<file path="src/hw/rtl/scpk_pkg.sv">
// Shared types and constants for the SPH contact pair kernel.
`default_nettype none
package scpk_pkg;

    // Diameter after reset, Q8.8 pixels, and its square
    localparam logic [15:0] DIAM_RESET = 16'd512;
    localparam logic [31:0] D2_RESET   = 32'(32'd512 * 32'd512);

    // Bits resolved by the root search, one per back-end step
    localparam int unsigned STEPS       = 16;
    localparam int unsigned QUEUE_DEPTH = 4;
    localparam logic [15:0] NORM_MAX    = 16'd32767;

    // Word handed from the front end to the back end through the queue
    typedef struct packed {
        logic        hit;
        logic [11:0] a_index;
        logic [11:0] b_index;
        logic [31:0] dsq;
        logic [15:0] adx;
        logic [15:0] ady;
        logic        neg_x;
        logic        neg_y;
    } t_pair_entry;

    // One stage of the back-end root search
    typedef struct packed {
        t_pair_entry ent;
        logic [31:0] cx2;
        logic [31:0] cy2;
        logic [63:0] w_s;   // (r*d)^2
        logic [47:0] w_t;   // r*d^2
        logic [15:0] w_r;
        logic [63:0] x_u;   // m^2*dsq
        logic [47:0] x_v;   // m*dsq
        logic [15:0] x_m;
        logic [63:0] y_u;
        logic [47:0] y_v;
        logic [15:0] y_m;
    } t_iter;

endpackage
`default_nettype wire

</file>
<file path="src/hw/rtl/scpk_queue.sv">
// Small FIFO between the front end and the back end.
`default_nettype none
module scpk_queue #(
    parameter int unsigned DEPTH = scpk_pkg::QUEUE_DEPTH
) (
    input  wire logic                 i_clk,
    input  wire logic                 i_rst_n,
    input  wire logic                 i_push,
    input  scpk_pkg::t_pair_entry     i_push_data,
    output logic                      o_full,
    input  wire logic                 i_pop,
    output scpk_pkg::t_pair_entry     o_pop_data,
    output logic                      o_empty
);

    localparam int unsigned PTR_W = (DEPTH > 1) ? $clog2(DEPTH) : 1;
    localparam int unsigned CNT_W = $clog2(DEPTH + 1);
    localparam logic [PTR_W-1:0] PTR_LAST = PTR_W'(DEPTH - 1);
    localparam logic [CNT_W-1:0] CNT_FULL = CNT_W'(DEPTH);

    scpk_pkg::t_pair_entry r_mem [DEPTH];
    logic [PTR_W-1:0] r_wr, r_rd;
    logic [CNT_W-1:0] r_cnt;

    assign o_full     = (r_cnt == CNT_FULL);
    assign o_empty    = (r_cnt == '0);
    assign o_pop_data = r_mem[r_rd];

    // Pointers and fill count
    always_ff @(posedge i_clk) begin
        if (!i_rst_n) begin
            r_wr  <= '0;
            r_rd  <= '0;
            r_cnt <= '0;
        end else begin
            if (i_push) begin
                r_wr <= (r_wr == PTR_LAST) ? '0 : r_wr + PTR_W'(1);
            end
            if (i_pop) begin
                r_rd <= (r_rd == PTR_LAST) ? '0 : r_rd + PTR_W'(1);
            end
            if (i_push && !i_pop) begin
                r_cnt <= r_cnt + CNT_W'(1);
            end else if (i_pop && !i_push) begin
                r_cnt <= r_cnt - CNT_W'(1);
            end
        end
    end

    // Storage
    always_ff @(posedge i_clk) begin
        if (i_push) begin
            r_mem[r_wr] <= i_push_data;
        end
    end

endmodule
`default_nettype wire

</file>
<file path="config.mk">
export PLATFORM = sky130hd
export DESIGN_NAME = scpk_queue
export DESIGN_NICKNAME = d
export VERILOG_FILES = /design/src/hw/rtl/scpk_pkg.sv /design/src/hw/rtl/scpk_queue.sv
export SDC_FILE = /design/constraint.sdc
export NUM_CORES = 1
export LEC_CHECK = 0
export ABC_AREA = 1
export BUFFER_PORTS_ARGS = -buffer_cell sky130_fd_sc_hd__buf_4
export CORE_MARGIN = 2
export CORE_UTILIZATION = 45
export CTS_CLUSTER_DIAMETER = 150
export DETAILED_ROUTE_END_ITERATION = 8
export GPL_TIMING_DRIVEN = 0
export PLACE_DENSITY = 0.72
export SKIP_CTS_REPAIR_TIMING = 1
export SYNTH_ARGS = -nofsm -noshare
export SYNTH_HDL_FRONTEND = slang
export SYNTH_SLANG_ARGS = --single-unit
</file>
<file path="constraint.sdc">
create_clock -name i_clk -period 6.72 [get_ports i_clk]
set_input_delay 0.672 -clock i_clk [delete_from_list [all_inputs] [get_ports i_clk]]
set_output_delay 0.672 -clock i_clk [all_outputs]
set_load 0.1 [all_outputs]
</file>
==> reports/qor.txt <==
================================================================================
Count of yosys warnings during synthesis ..........................            0
Total GRT Usage ...................................................        19.0%
Final core utilization ............................................        56.1%
Biggest area consumer among synthesized cells ..................... sky130_fd_sc_hd__edfxtp_1
Final slew viol count .............................................            0
Number of cell rows ...............................................           64
Buffer levels on the longest clock path ...........................            3
Layout area overhead ..............................................        23.1%
CP startpoint kind ................................................    flip-flop
Static leakage power ..............................................      6.05 nW
Die area ..........................................................    32400 µm²
Type of destination of the critical path .......................... primary output
Achievable frequency ..............................................    0.331 GHz
Flop and latch count out of synthesis .............................          373
Area of the core ..................................................    30600 µm²
Vias per Instance .................................................         5.34
Worst IR Drop VDD .................................................   0.000258 V
Wire per inst .....................................................      19.9 µm
Register area share after synthesis ...............................        79.7%
Final count of negative-setup-slack endpoints .....................            0
Worst Path Max Fanout .............................................           10
First-pass DRT Iterations .........................................            5
Setup_tns .........................................................         0 ps
Setup clock skew after layout .....................................      11.9 ps
Class of the most critical hold timing path .......................       in2reg
Die span in y .....................................................       180 µm
Number of antenna violations at the first check in global routing .            0
Detailed-placement wirelength estimate ............................      18.7 mm
Count of distinct cell types in the synthesized netlist ...........           21
Fin crit share ....................................................        45.0%
Relative max-transition margin ....................................        51.5%
Hold Path End ..................................................... r_mem[2][20]$_DFFE_PP_
ANT nets after route ..............................................            0
Layout net count ..................................................         1274
RePlAce Congestion ................................................        0.713
Areal power density over the cells ................................   343 nW/µm²
Most common cell after layout, fill and taps aside ................ sky130_fd_sc_hd__edfxtp_1
Clk slew on worst S/H paths .......................................        60 ps
Quantity of I/O buffers inserted on ports .........................          187
Routed Wire Length ................................................      31.7 mm
Status ............................................................    completed
Chip width ........................................................       180 µm
Worst r2r path cells ..............................................            4
Number of max-cap violations ......................................            0
Total non-filler cell area in the finished layout .................    17200 µm²
Total number of clock tree sinks ..................................          373
Initial Utilization ...............................................        45.6%
Number of buffers added by the clock tree synthesis step ..........           40
Time the worst path needs with I/O delays and setup ...............      3020 ps
Number of instances in the synthesized netlist ....................          939
Most frequent cells in the layout ................................. sky130_fd_sc_hd__edfxtp_1, sky130_fd_sc_hd__nor2_1, sky130_fd_sc_hd__buf_4
Placed standard-cell area .........................................    16000 µm²
Wire length of the first global-routing pass ......................      47.5 mm
Endpoint of the worst-slack reg-to-reg timing path ................ r_mem[3][47]$_DFFE_PP_
Share of post-route cells with drive strength above 1 .............        23.2%
I/O pin count .....................................................          188
Level count of the clock H-tree ...................................            2
Ant. Diodes .......................................................            0
First-iteration detailed-routing DRC count ........................          700
RSZ-0062 raised after global routing ..............................        false
Worst Setup Slack, final ..........................................      3700 ps
Min-Delay Startpoint .............................................. i_push_data[20]
Setup Crit Path Kind ..............................................      reg2out
Required @ worst endpoint .........................................      6050 ps
Clock root cell ................................................... sky130_fd_sc_hd__clkbuf_16
Hold path depth ...................................................            1
Worst Hold Margin .................................................       359 ps
Final Hold Fails ..................................................            0
Number of global-route vias before repair .........................         8422
Average footprint of a synthesized cell ...........................     14.8 µm²
Worst slack at placement ..........................................      4260 ps
Source of the worst register-to-register timing path .............. r_wr[0]$_SDFFE_PN0P_
Area share of the leading cell type in the synthesized netlist ....        78.4%
Transition time at the pin with the least slew margin .............       728 ps
Synthesized Nets ..................................................         1041
Clock insertion delay at the later pin of the skew report .........       510 ps
Main area contributors after synthesis ............................ sky130_fd_sc_hd__edfxtp_1, sky130_fd_sc_hd__o21ai_0, sky130_fd_sc_hd__nor2_1
Register-to-register setup slack ..................................      4750 ps
Largest net degree at the start of global routing .................           56
Post-synthesis instance area ......................................    13900 µm²
Remaining DRCs ....................................................            0
Global route total overflow .......................................            0
WP data arrival ...................................................      2350 ps
Total number of vias ..............................................         8522
CTS tree ..........................................................        built
================================================================================
[cells in the mapped netlist]
| cell type | number |
|---|---|
| sky130_fd_sc_hd__o22ai_1 | 91 |
| sky130_fd_sc_hd__xor2_1 | 1 |
| sky130_fd_sc_hd__buf_6 | 19 |
| sky130_fd_sc_hd__nor3_1 | 4 |
| sky130_fd_sc_hd__clkinv_1 | 1 |
| sky130_fd_sc_hd__inv_2 | 1 |
| sky130_fd_sc_hd__a21oi_1 | 3 |
| sky130_fd_sc_hd__dfxtp_1 | 9 |
| sky130_fd_sc_hd__buf_2 | 3 |
| sky130_fd_sc_hd__clkbuf_2 | 7 |
| sky130_fd_sc_hd__nand2_1 | 8 |
| sky130_fd_sc_hd__edfxtp_1 | 364 |
| sky130_fd_sc_hd__nand3_1 | 1 |
| sky130_fd_sc_hd__nor2_1 | 190 |
| sky130_fd_sc_hd__buf_4 | 2 |
| sky130_fd_sc_hd__inv_1 | 14 |
| sky130_fd_sc_hd__ha_1 | 6 |
| sky130_fd_sc_hd__fa_1 | 1 |
| sky130_fd_sc_hd__clkbuf_1 | 28 |
| sky130_fd_sc_hd__o21ai_0 | 185 |
| sky130_fd_sc_hd__nand4_1 | 1 |
[sequential cells by signal, indices dropped and copies added (netlist names), named ones only]
register and count:
r_wr 2, r_rd 2, r_mem 364, r_cnt 3
[routing by layer]
metal  GRT usage, %  vias up  wire length (µm)
met1           25.3     4185             13400
met4           5.00        0               593
met3           4.32       45              2140
li1               -     4003                 -
met5              0        -                 0
met2           32.0      289             15600
[area by class of cell]
class	instances	area [µm²]
plain buffers	59	384
clock buffers	53	1070
clock inverters	16	130
fillers	2433	13400
inverters	16	70.1
multi-input cells	491	2390
flip-flops and latches	373	11100
well taps	396	495
repair buffers	191	1510
[through the flow]
step | cells | total power [W]
2_1_floorplan | 939 | 0.00359
3_5_place_dp | 1526 | 0.00391
4_1_cts | 1595 | 0.00592
5_1_grt | 1595 | 0.00606
3_3_place_gp | 1522 | 0.00391
6_report | 1595 | 0.00588
[where the power goes]
group,internal (W),total [W],leakage (nW),switching [W]
logic,0.000243,0.00118,2.05,0.000936
registers,0.00266,0.00268,3.42,0.0000227
clock network,0.00119,0.00202,0.589,0.000827
total,0.00410,0.00588,6.05,0.00179
[worst max-delay path by stage]
| stage | endpoint | start | slack (ps) |
|---|---|---|---|
| 3_5_place_dp | o_pop_data[9] | flip-flop | 4260 |
| 3_3_place_gp | r_mem[3][38]$_DFFE_PP_ | i_push | 2230 |
| 5_1_grt | o_pop_data[59] | flip-flop | 3530 |
| 6_report | o_pop_data[4] | flip-flop | 3700 |
| 4_1_cts | o_pop_data[9] | flip-flop | 3700 |
| 2_1_floorplan | o_empty | r_cnt[0]$_SDFFE_PN0P_ | 3630 |
[worst max-delay path, cell delays in order (launching register included)]
cell and delay (ps):
sky130_fd_sc_hd__dfxtp_1 310, sky130_fd_sc_hd__clkinv_1 330, sky130_fd_sc_hd__clkbuf_1 420, sky130_fd_sc_hd__o21ai_0 170
sky130_fd_sc_hd__o22ai_1 250, sky130_fd_sc_hd__buf_4 350
[logic make-up after synthesis]
group,count (synthesis),synth area share (%)
xor gates and xnor gates,1,0.0628
AOI/OAI and AO/OA,279,10.8
adders and majority gates,7,0.682
DFF,373,79.7
and+or+nand+nor,204,5.55
buffers and inverters,75,3.19
No activity file was read; power rests on OpenSTA's default activity.
