===== src/hw/rtl/scpk_pkg.sv =====
// Shared types and constants for the SPH contact pair kernel.
`default_nettype none
package scpk_pkg;

    // Diameter after reset, Q8.8 pixels, and its square
    localparam logic [15:0] DIAM_RESET = 16'd512;
    localparam logic [31:0] D2_RESET   = 32'(32'd512 * 32'd512);

    // Bits resolved by the root search, one per back-end step
    localparam int unsigned STEPS       = 16;
    localparam int unsigned QUEUE_DEPTH = 4;
    localparam logic [15:0] NORM_MAX    = 16'd32767;

    // Word handed from the front end to the back end through the queue
    typedef struct packed {
        logic        hit;
        logic [11:0] a_index;
        logic [11:0] b_index;
        logic [31:0] dsq;
        logic [15:0] adx;
        logic [15:0] ady;
        logic        neg_x;
        logic        neg_y;
    } t_pair_entry;

    // One stage of the back-end root search
    typedef struct packed {
        t_pair_entry ent;
        logic [31:0] cx2;
        logic [31:0] cy2;
        logic [63:0] w_s;   // (r*d)^2
        logic [47:0] w_t;   // r*d^2
        logic [15:0] w_r;
        logic [63:0] x_u;   // m^2*dsq
        logic [47:0] x_v;   // m*dsq
        logic [15:0] x_m;
        logic [63:0] y_u;
        logic [47:0] y_v;
        logic [15:0] y_m;
    } t_iter;

endpackage
`default_nettype wire


===== src/hw/rtl/scpk_ifs.sv =====
// Handshake interfaces: pair input, contact output and configuration write.
`default_nettype none
interface scpk_pair_if;
    logic               valid;
    logic               ready;
    logic signed [23:0] a_x;
    logic signed [23:0] a_y;
    logic signed [23:0] b_x;
    logic signed [23:0] b_y;
    logic               a_dead;
    logic               b_dead;
    logic [11:0]        a_index;
    logic [11:0]        b_index;

    modport source (output valid, a_x, a_y, b_x, b_y, a_dead, b_dead, a_index, b_index,
                    input ready);
    modport sink   (input valid, a_x, a_y, b_x, b_y, a_dead, b_dead, a_index, b_index,
                    output ready);
endinterface


interface scpk_cfg_if;
    logic        valid;
    logic        ready;
    logic [15:0] data;

    modport source (output valid, data, input ready);
    modport sink   (input valid, data, output ready);
endinterface
`default_nettype wire


===== src/hw/rtl/scpk_front.sv =====
// Front end: diameter register, pair differences, squares and contact test.
`default_nettype none
module scpk_front (
    input  wire logic                 i_clk,
    input  wire logic                 i_rst_n,
    scpk_pair_if.sink                 i_pair,
    scpk_cfg_if.sink                  i_cfg,
    input  wire logic                 i_q_full,
    output logic                      o_push,
    output scpk_pkg::t_pair_entry     o_push_data,
    output logic [31:0]               o_d2
);

    logic        r_d2_vld;
    logic [31:0] r_d2;

    logic        fe;
    logic signed [24:0] dx, dy;

    logic        r_s1_vld, r_s2_vld;
    logic [24:0] r_adx, r_ady;
    logic        r_s1_negx, r_s1_negy, r_s1_dead;
    logic [11:0] r_s1_ai, r_s1_bi;

    logic [48:0] r_sqx, r_sqy;
    logic [15:0] r_s2_adx, r_s2_ady;
    logic        r_s2_negx, r_s2_negy, r_s2_dead;
    logic [11:0] r_s2_ai, r_s2_bi;

    logic [49:0] dsq;

    // Diameter squared, refreshed on each config write
    assign i_cfg.ready = 1'b1;
    always_ff @(posedge i_clk) begin
        if (!i_rst_n) begin
            r_d2     <= scpk_pkg::D2_RESET;
            r_d2_vld <= 1'b0;
        end else begin
            r_d2_vld <= 1'b1;
            if (i_cfg.valid) begin
                r_d2 <= 32'(i_cfg.data) * 32'(i_cfg.data);
            end
        end
    end
    assign o_d2 = r_d2;

    // Whole front advances unless the last stage is blocked by a full queue
    assign fe           = !r_s2_vld || !i_q_full;
    assign i_pair.ready = fe && r_d2_vld;

    assign dx = {i_pair.b_x[23], i_pair.b_x} - {i_pair.a_x[23], i_pair.a_x};
    assign dy = {i_pair.b_y[23], i_pair.b_y} - {i_pair.a_y[23], i_pair.a_y};

    // Stage 1: differences and magnitudes
    always_ff @(posedge i_clk) begin
        if (!i_rst_n) begin
            r_s1_vld <= 1'b0;
        end else if (fe) begin
            r_s1_vld <= i_pair.valid && r_d2_vld;
        end
    end
    always_ff @(posedge i_clk) begin
        if (fe) begin
            r_adx     <= dx[24] ? 25'(-dx) : 25'(dx);
            r_ady     <= dy[24] ? 25'(-dy) : 25'(dy);
            r_s1_negx <= dx[24];
            r_s1_negy <= dy[24];
            r_s1_dead <= i_pair.a_dead | i_pair.b_dead;
            r_s1_ai   <= i_pair.a_index;
            r_s1_bi   <= i_pair.b_index;
        end
    end

    // Stage 2: squares
    always_ff @(posedge i_clk) begin
        if (!i_rst_n) begin
            r_s2_vld <= 1'b0;
        end else if (fe) begin
            r_s2_vld <= r_s1_vld;
        end
    end
    always_ff @(posedge i_clk) begin
        if (fe) begin
            r_sqx     <= 49'(50'(r_adx) * 50'(r_adx));
            r_sqy     <= 49'(50'(r_ady) * 50'(r_ady));
            r_s2_adx  <= r_adx[15:0];
            r_s2_ady  <= r_ady[15:0];
            r_s2_negx <= r_s1_negx;
            r_s2_negy <= r_s1_negy;
            r_s2_dead <= r_s1_dead;
            r_s2_ai   <= r_s1_ai;
            r_s2_bi   <= r_s1_bi;
        end
    end

    // Distance squared and the contact test, straight into the queue
    assign dsq    = 50'(r_sqx) + 50'(r_sqy);
    assign o_push = r_s2_vld && !i_q_full;
    always_comb begin
        o_push_data.hit     = !r_s2_dead && (dsq != 50'd0) && (dsq < 50'(r_d2));
        o_push_data.a_index = r_s2_ai;
        o_push_data.b_index = r_s2_bi;
        o_push_data.dsq     = dsq[31:0];
        o_push_data.adx     = r_s2_adx;
        o_push_data.ady     = r_s2_ady;
        o_push_data.neg_x   = r_s2_negx;
        o_push_data.neg_y   = r_s2_negy;
    end

endmodule
`default_nettype wire


===== src/flat_wrapper.sv =====
// flat-port wrapper written by rule: the top's interface ports become plain ports
module scpk_front_flat 
  (i_clk, i_rst_n, i_q_full, o_push, o_push_data, o_d2, i_pair_valid, i_pair_a_x, i_pair_a_y, i_pair_b_x, i_pair_b_y, i_pair_a_dead, i_pair_b_dead, i_pair_a_index, i_pair_b_index, i_pair_ready, i_cfg_valid, i_cfg_data, i_cfg_ready);
  scpk_pair_if i_pair_i ();
  scpk_cfg_if i_cfg_i ();
  input  wire logic i_clk;
  input  wire logic i_rst_n;
  input  wire logic i_q_full;
  output logic o_push;
  output scpk_pkg::t_pair_entry o_push_data;
  output logic [31:0] o_d2;
  input wire logic [$bits(i_pair_i.valid)-1:0] i_pair_valid;
  input wire logic [$bits(i_pair_i.a_x)-1:0] i_pair_a_x;
  input wire logic [$bits(i_pair_i.a_y)-1:0] i_pair_a_y;
  input wire logic [$bits(i_pair_i.b_x)-1:0] i_pair_b_x;
  input wire logic [$bits(i_pair_i.b_y)-1:0] i_pair_b_y;
  input wire logic [$bits(i_pair_i.a_dead)-1:0] i_pair_a_dead;
  input wire logic [$bits(i_pair_i.b_dead)-1:0] i_pair_b_dead;
  input wire logic [$bits(i_pair_i.a_index)-1:0] i_pair_a_index;
  input wire logic [$bits(i_pair_i.b_index)-1:0] i_pair_b_index;
  output wire logic [$bits(i_pair_i.ready)-1:0] i_pair_ready;
  input wire logic [$bits(i_cfg_i.valid)-1:0] i_cfg_valid;
  input wire logic [$bits(i_cfg_i.data)-1:0] i_cfg_data;
  output wire logic [$bits(i_cfg_i.ready)-1:0] i_cfg_ready;
  assign i_pair_i.valid = i_pair_valid;
  assign i_pair_i.a_x = i_pair_a_x;
  assign i_pair_i.a_y = i_pair_a_y;
  assign i_pair_i.b_x = i_pair_b_x;
  assign i_pair_i.b_y = i_pair_b_y;
  assign i_pair_i.a_dead = i_pair_a_dead;
  assign i_pair_i.b_dead = i_pair_b_dead;
  assign i_pair_i.a_index = i_pair_a_index;
  assign i_pair_i.b_index = i_pair_b_index;
  assign i_pair_ready = i_pair_i.ready;
  assign i_cfg_i.valid = i_cfg_valid;
  assign i_cfg_i.data = i_cfg_data;
  assign i_cfg_ready = i_cfg_i.ready;
  scpk_front u_core (.i_clk(i_clk), .i_rst_n(i_rst_n), .i_pair(i_pair_i), .i_cfg(i_cfg_i), .i_q_full(i_q_full), .o_push(o_push), .o_push_data(o_push_data), .o_d2(o_d2));
endmodule

===== config.mk =====
export PLATFORM = sky130hd
export DESIGN_NAME = scpk_front_flat
export DESIGN_NICKNAME = d
export VERILOG_FILES = /design/src/hw/rtl/scpk_pkg.sv /design/src/hw/rtl/scpk_ifs.sv /design/src/hw/rtl/scpk_front.sv /design/src/flat_wrapper.sv
export SDC_FILE = /design/constraint.sdc
export NUM_CORES = 2
export LEC_CHECK = 0
export ABC_CLOCK_PERIOD_IN_PS = 15950
export BUFFER_PORTS_ARGS = -buffer_cell sky130_fd_sc_hd__buf_2
export CAP_MARGIN = 30
export CORE_UTILIZATION = 45
export CTS_CLUSTER_DIAMETER = 100
export DETAILED_ROUTE_END_ITERATION = 12
export GPL_TIMING_DRIVEN = 0
export SYNTH_ARGS = -nofsm -noshare
export SYNTH_HDL_FRONTEND = slang
export SYNTH_SLANG_ARGS = --single-unit

===== constraint.sdc =====
create_clock -name i_clk -period 15.95 [get_ports i_clk]
set_input_delay 2.3925 -clock i_clk [delete_from_list [all_inputs] [get_ports i_clk]]
set_output_delay 2.3925 -clock i_clk [all_outputs]
set_load 0.1 [all_outputs]

==> results.json <==
{
  "ys_seq_area_share_pct": 13.1,
  "critPathArrivalTime_ns": 8.18,
  "synthCells": 6142,
  "worst_clock_skew_ns": 0.0277,
  "ys_ff_latch": 264,
  "final_cell_mix": "inv_1, fa_1, ha_1",
  "drv_slew": 0,
  "postCtsSetupBuffers": 0,
  "synthFlopType": "edfxtp_1",
  "cp_max_fo": 7,
  "fin_tns_setup_ns": 0,
  "rsz0062_at_grt": "no",
  "die_y_um": 360,
  "grt_pass1_vias": 43924,
  "drtPass1Iterations": 10,
  "cts-resized-gates": 0,
  "layout_commonest_cell": "inv_1",
  "async_reset_ff_share_pct": 0,
  "crit_path_end_kind": "primary output",
  "grt_pass1_wl_um": 241000,
  "synth_fp_nets": 7977,
  "cts_tree": "yes",
  "core_region_area_um2": 127000,
  "place_hpwl_um": 127000,
  "path_cells": "ha_1, buf_2, a21oi_1, o21ai_1, a2111oi_0, nand3_1, a31oi_1, o21ai_0, xor2_1, ha_1, and4_1, nand3_1, nor4_1, buf_2, a221o_1, a2111oi_0, o211a_1, o2111ai_1, nor4_1, o2111ai_1, nor4_1, buf_2",
  "final.min_clock_period_ns": 10.57,
  "required_ns": 13.56,
  "final_util_pct": 49.1,
  "worstSetupPathType": "reg2out",
  "die_w_um": 360,
  "place_area_um2": 61200,
  "numCtsBuffers": 39,
  "cts_sinks": 264,
  "critPathMaxStageDelay_ns": 0.70,
  "synth_edf_count": 230,
  "num_vias": 41965,
  "finalSetupViolCount": 0,
  "drive_gt1_share_pct": 5.85,
  "clkTransAtPathRegs_ns": 0.06,
  "area_delta_synth_final_pct": 8.38,
  "clockRootBuffer": "clkbuf_16",
  "postLayoutCellArea_um2": 62500,
  "drc": 2,
  "startpoint": "u_core.r_sqy[13]$_DFFE_PN_",
  "routabilityCongestion": 0.926,
  "synth_warnings": 0,
  "antenna_found_initial": 4,
  "timing.fmax_ghz": 0.0946,
  "violations": "DRC",
  "htreeDepth": 2,
  "io_pins": 269,
  "status": "finished with violations",
  "fin_crit_sh_pct": 66.3,
  "postCtsHoldBufs": 0,
  "rows": 131,
  "worstMarginPinSlew_ns": 1.07,
  "min-delay-start": "u_core.r_s1_ai[1]$_DFFE_PN_",
  "viasPerCell": 5.15,
  "cts_buffer_depth": 3,
  "port_buffers": 264,
  "grt_util_all_layers_pct": 23.8,
  "die-area_um2": 130000,
  "synth.cell_area_um2": 57700,
  "grt-ovfl-total": 0,
  "path_delay_family": "compound AO/OA/AOI/OAI gates",
  "grt_max_degree": 71,
  "wire_per_inst_um": 18.4,
  "ant_nets": 0,
  "critPathLaunchType": "flop",
  "drv_cap": 0,
  "fin_nets": 8288,
  "drt_iter0_markers": 2933,
  "cp_num_buf_inv": 3,
  "clock_latency_ns": 0.62,
  "initial_utilization_pct": 45.3,
  "drt_wl_total_um": 150000,
  "cpMaxStageDelayCell": "nor4_1",
  "hold_violations": 0,
  "relSlewSlack_pct": 28.3,
  "hold_class": "reg2reg",
  "synth.avg_cell_area_um2": 9.40,
  "r2r-start": "u_core.r_ady[2]$_DFFE_PN_",
  "yosysUniqueCellTypes": 86
}
[layer usage]
layer | GRT usage, % | wire length (um)
met4 | 5.60 | 3630
met2 | 40.6 | 73200
met1 | 32.3 | 64400
met3 | 2.93 | 8920
met5 | 0 | 13
[flip-flops by register name, indices dropped and copies added, names as in the netlist, 12 cells and up]
register,flops
u_core.r_s2_ady,16
u_core.r_ady,25
u_core.r_s2_bi,12
u_core.r_s1_bi,12
u_core.r_s1_ai,12
u_core.r_s2_ai,12
u_core.o_d2,31
u_core.r_s2_adx,16
u_core.r_adx,25
u_core.r_sqy,47
u_core.r_sqx,47
[metrics by stage]
stage / std cells / worst slack, ns / hold WS [ns]
final: 8149 / 5.38 / 0.418
after global routing: 8145 / 4.95 / 0.420
after CTS: 8145 / 5.57 / 0.418
after detailed placement: 8074 / 6.29 / 0.405
after global placement: 8068 / 2.87 / 0.400
after floorplan: 6142 / 4.99 / 0.400
[Yosys cell counts, drive strengths merged, types with 5 or more instances]
cell type / n / area [um2]
and2: 329 / 2060
nand3b: 9 / 67.6
nor3: 38 / 195
a211o: 6 / 52.6
a221oi: 7 / 61.3
buf: 12 / 71.3
and3: 22 / 138
or3: 12 / 75.1
nor2: 207 / 777
a31o: 8 / 70.1
o211ai: 20 / 150
o21bai: 28 / 210
o2111ai: 7 / 61.3
o41ai: 5 / 43.8
and4: 5 / 43.8
edfxtp: 230 / 6910
mux2: 7 / 78.8
dfxtp: 34 / 681
a21oi: 213 / 1070
inv: 1694 / 6360
o21ai: 127 / 636
xor2: 95 / 832
clkbuf: 163 / 612
nand2: 478 / 1790
fa: 1098 / 22000
nand4: 31 / 194
nor4: 17 / 121
mux2i: 24 / 240
a41oi: 5 / 43.8
o31ai: 17 / 138
xnor2: 155 / 1360
a21boi: 11 / 82.6
a21o: 94 / 706
ha: 594 / 7430
o21a: 25 / 188
a211oi: 32 / 245
nand3: 56 / 280
nor3b: 7 / 52.6
o31a: 9 / 78.8
nor2b: 62 / 388
nand2b: 34 / 213
a31oi: 30 / 188
or2: 13 / 81.3
[final cells by class]
cell class	count	area [um2]
antenna	4	10.0
buffer	175	683
clock buffer	49	1100
clock inverter	22	206
fill	12105	64800
inverter	1695	6360
multi-input combinational	4008	43100
sequential	264	7590
tap	1662	2080
timing repair buffer	270	1430
[path summary, 6_finish.rpt]
path                                       to  slack, ns  depth (start not counted)
setup / recovery              o_push_data[90]       5.38                         22
hold / removal    u_core.r_s2_ai[1]$_DFFE_PN_       0.42                          0
setup reg to reg   u_core.r_sqy[46]$_DFFE_PN_       6.49                         26
hold reg to reg   u_core.r_s2_ai[1]$_DFFE_PN_       0.42                          0
[logic make-up (layout without fill, tap and decap cells)]
logic type,Yosys count,after routing,synth area share (%)
adders and majority gates,1692,1692,51.0
DFF,264,264,13.1
other,2,6,0.0130
and+or+nand+nor,1344,1344,11.6
xor gates and xnor gates,250,250,3.79
buffers and inverters,1870,2211,12.2
AOI/OAI and AO/OA,689,689,7.71
muxes,31,31,0.553
Power is left out: the tool's default activity adds up to more than one toggle a clock period on the data nets, which glitch-free logic cannot reach.
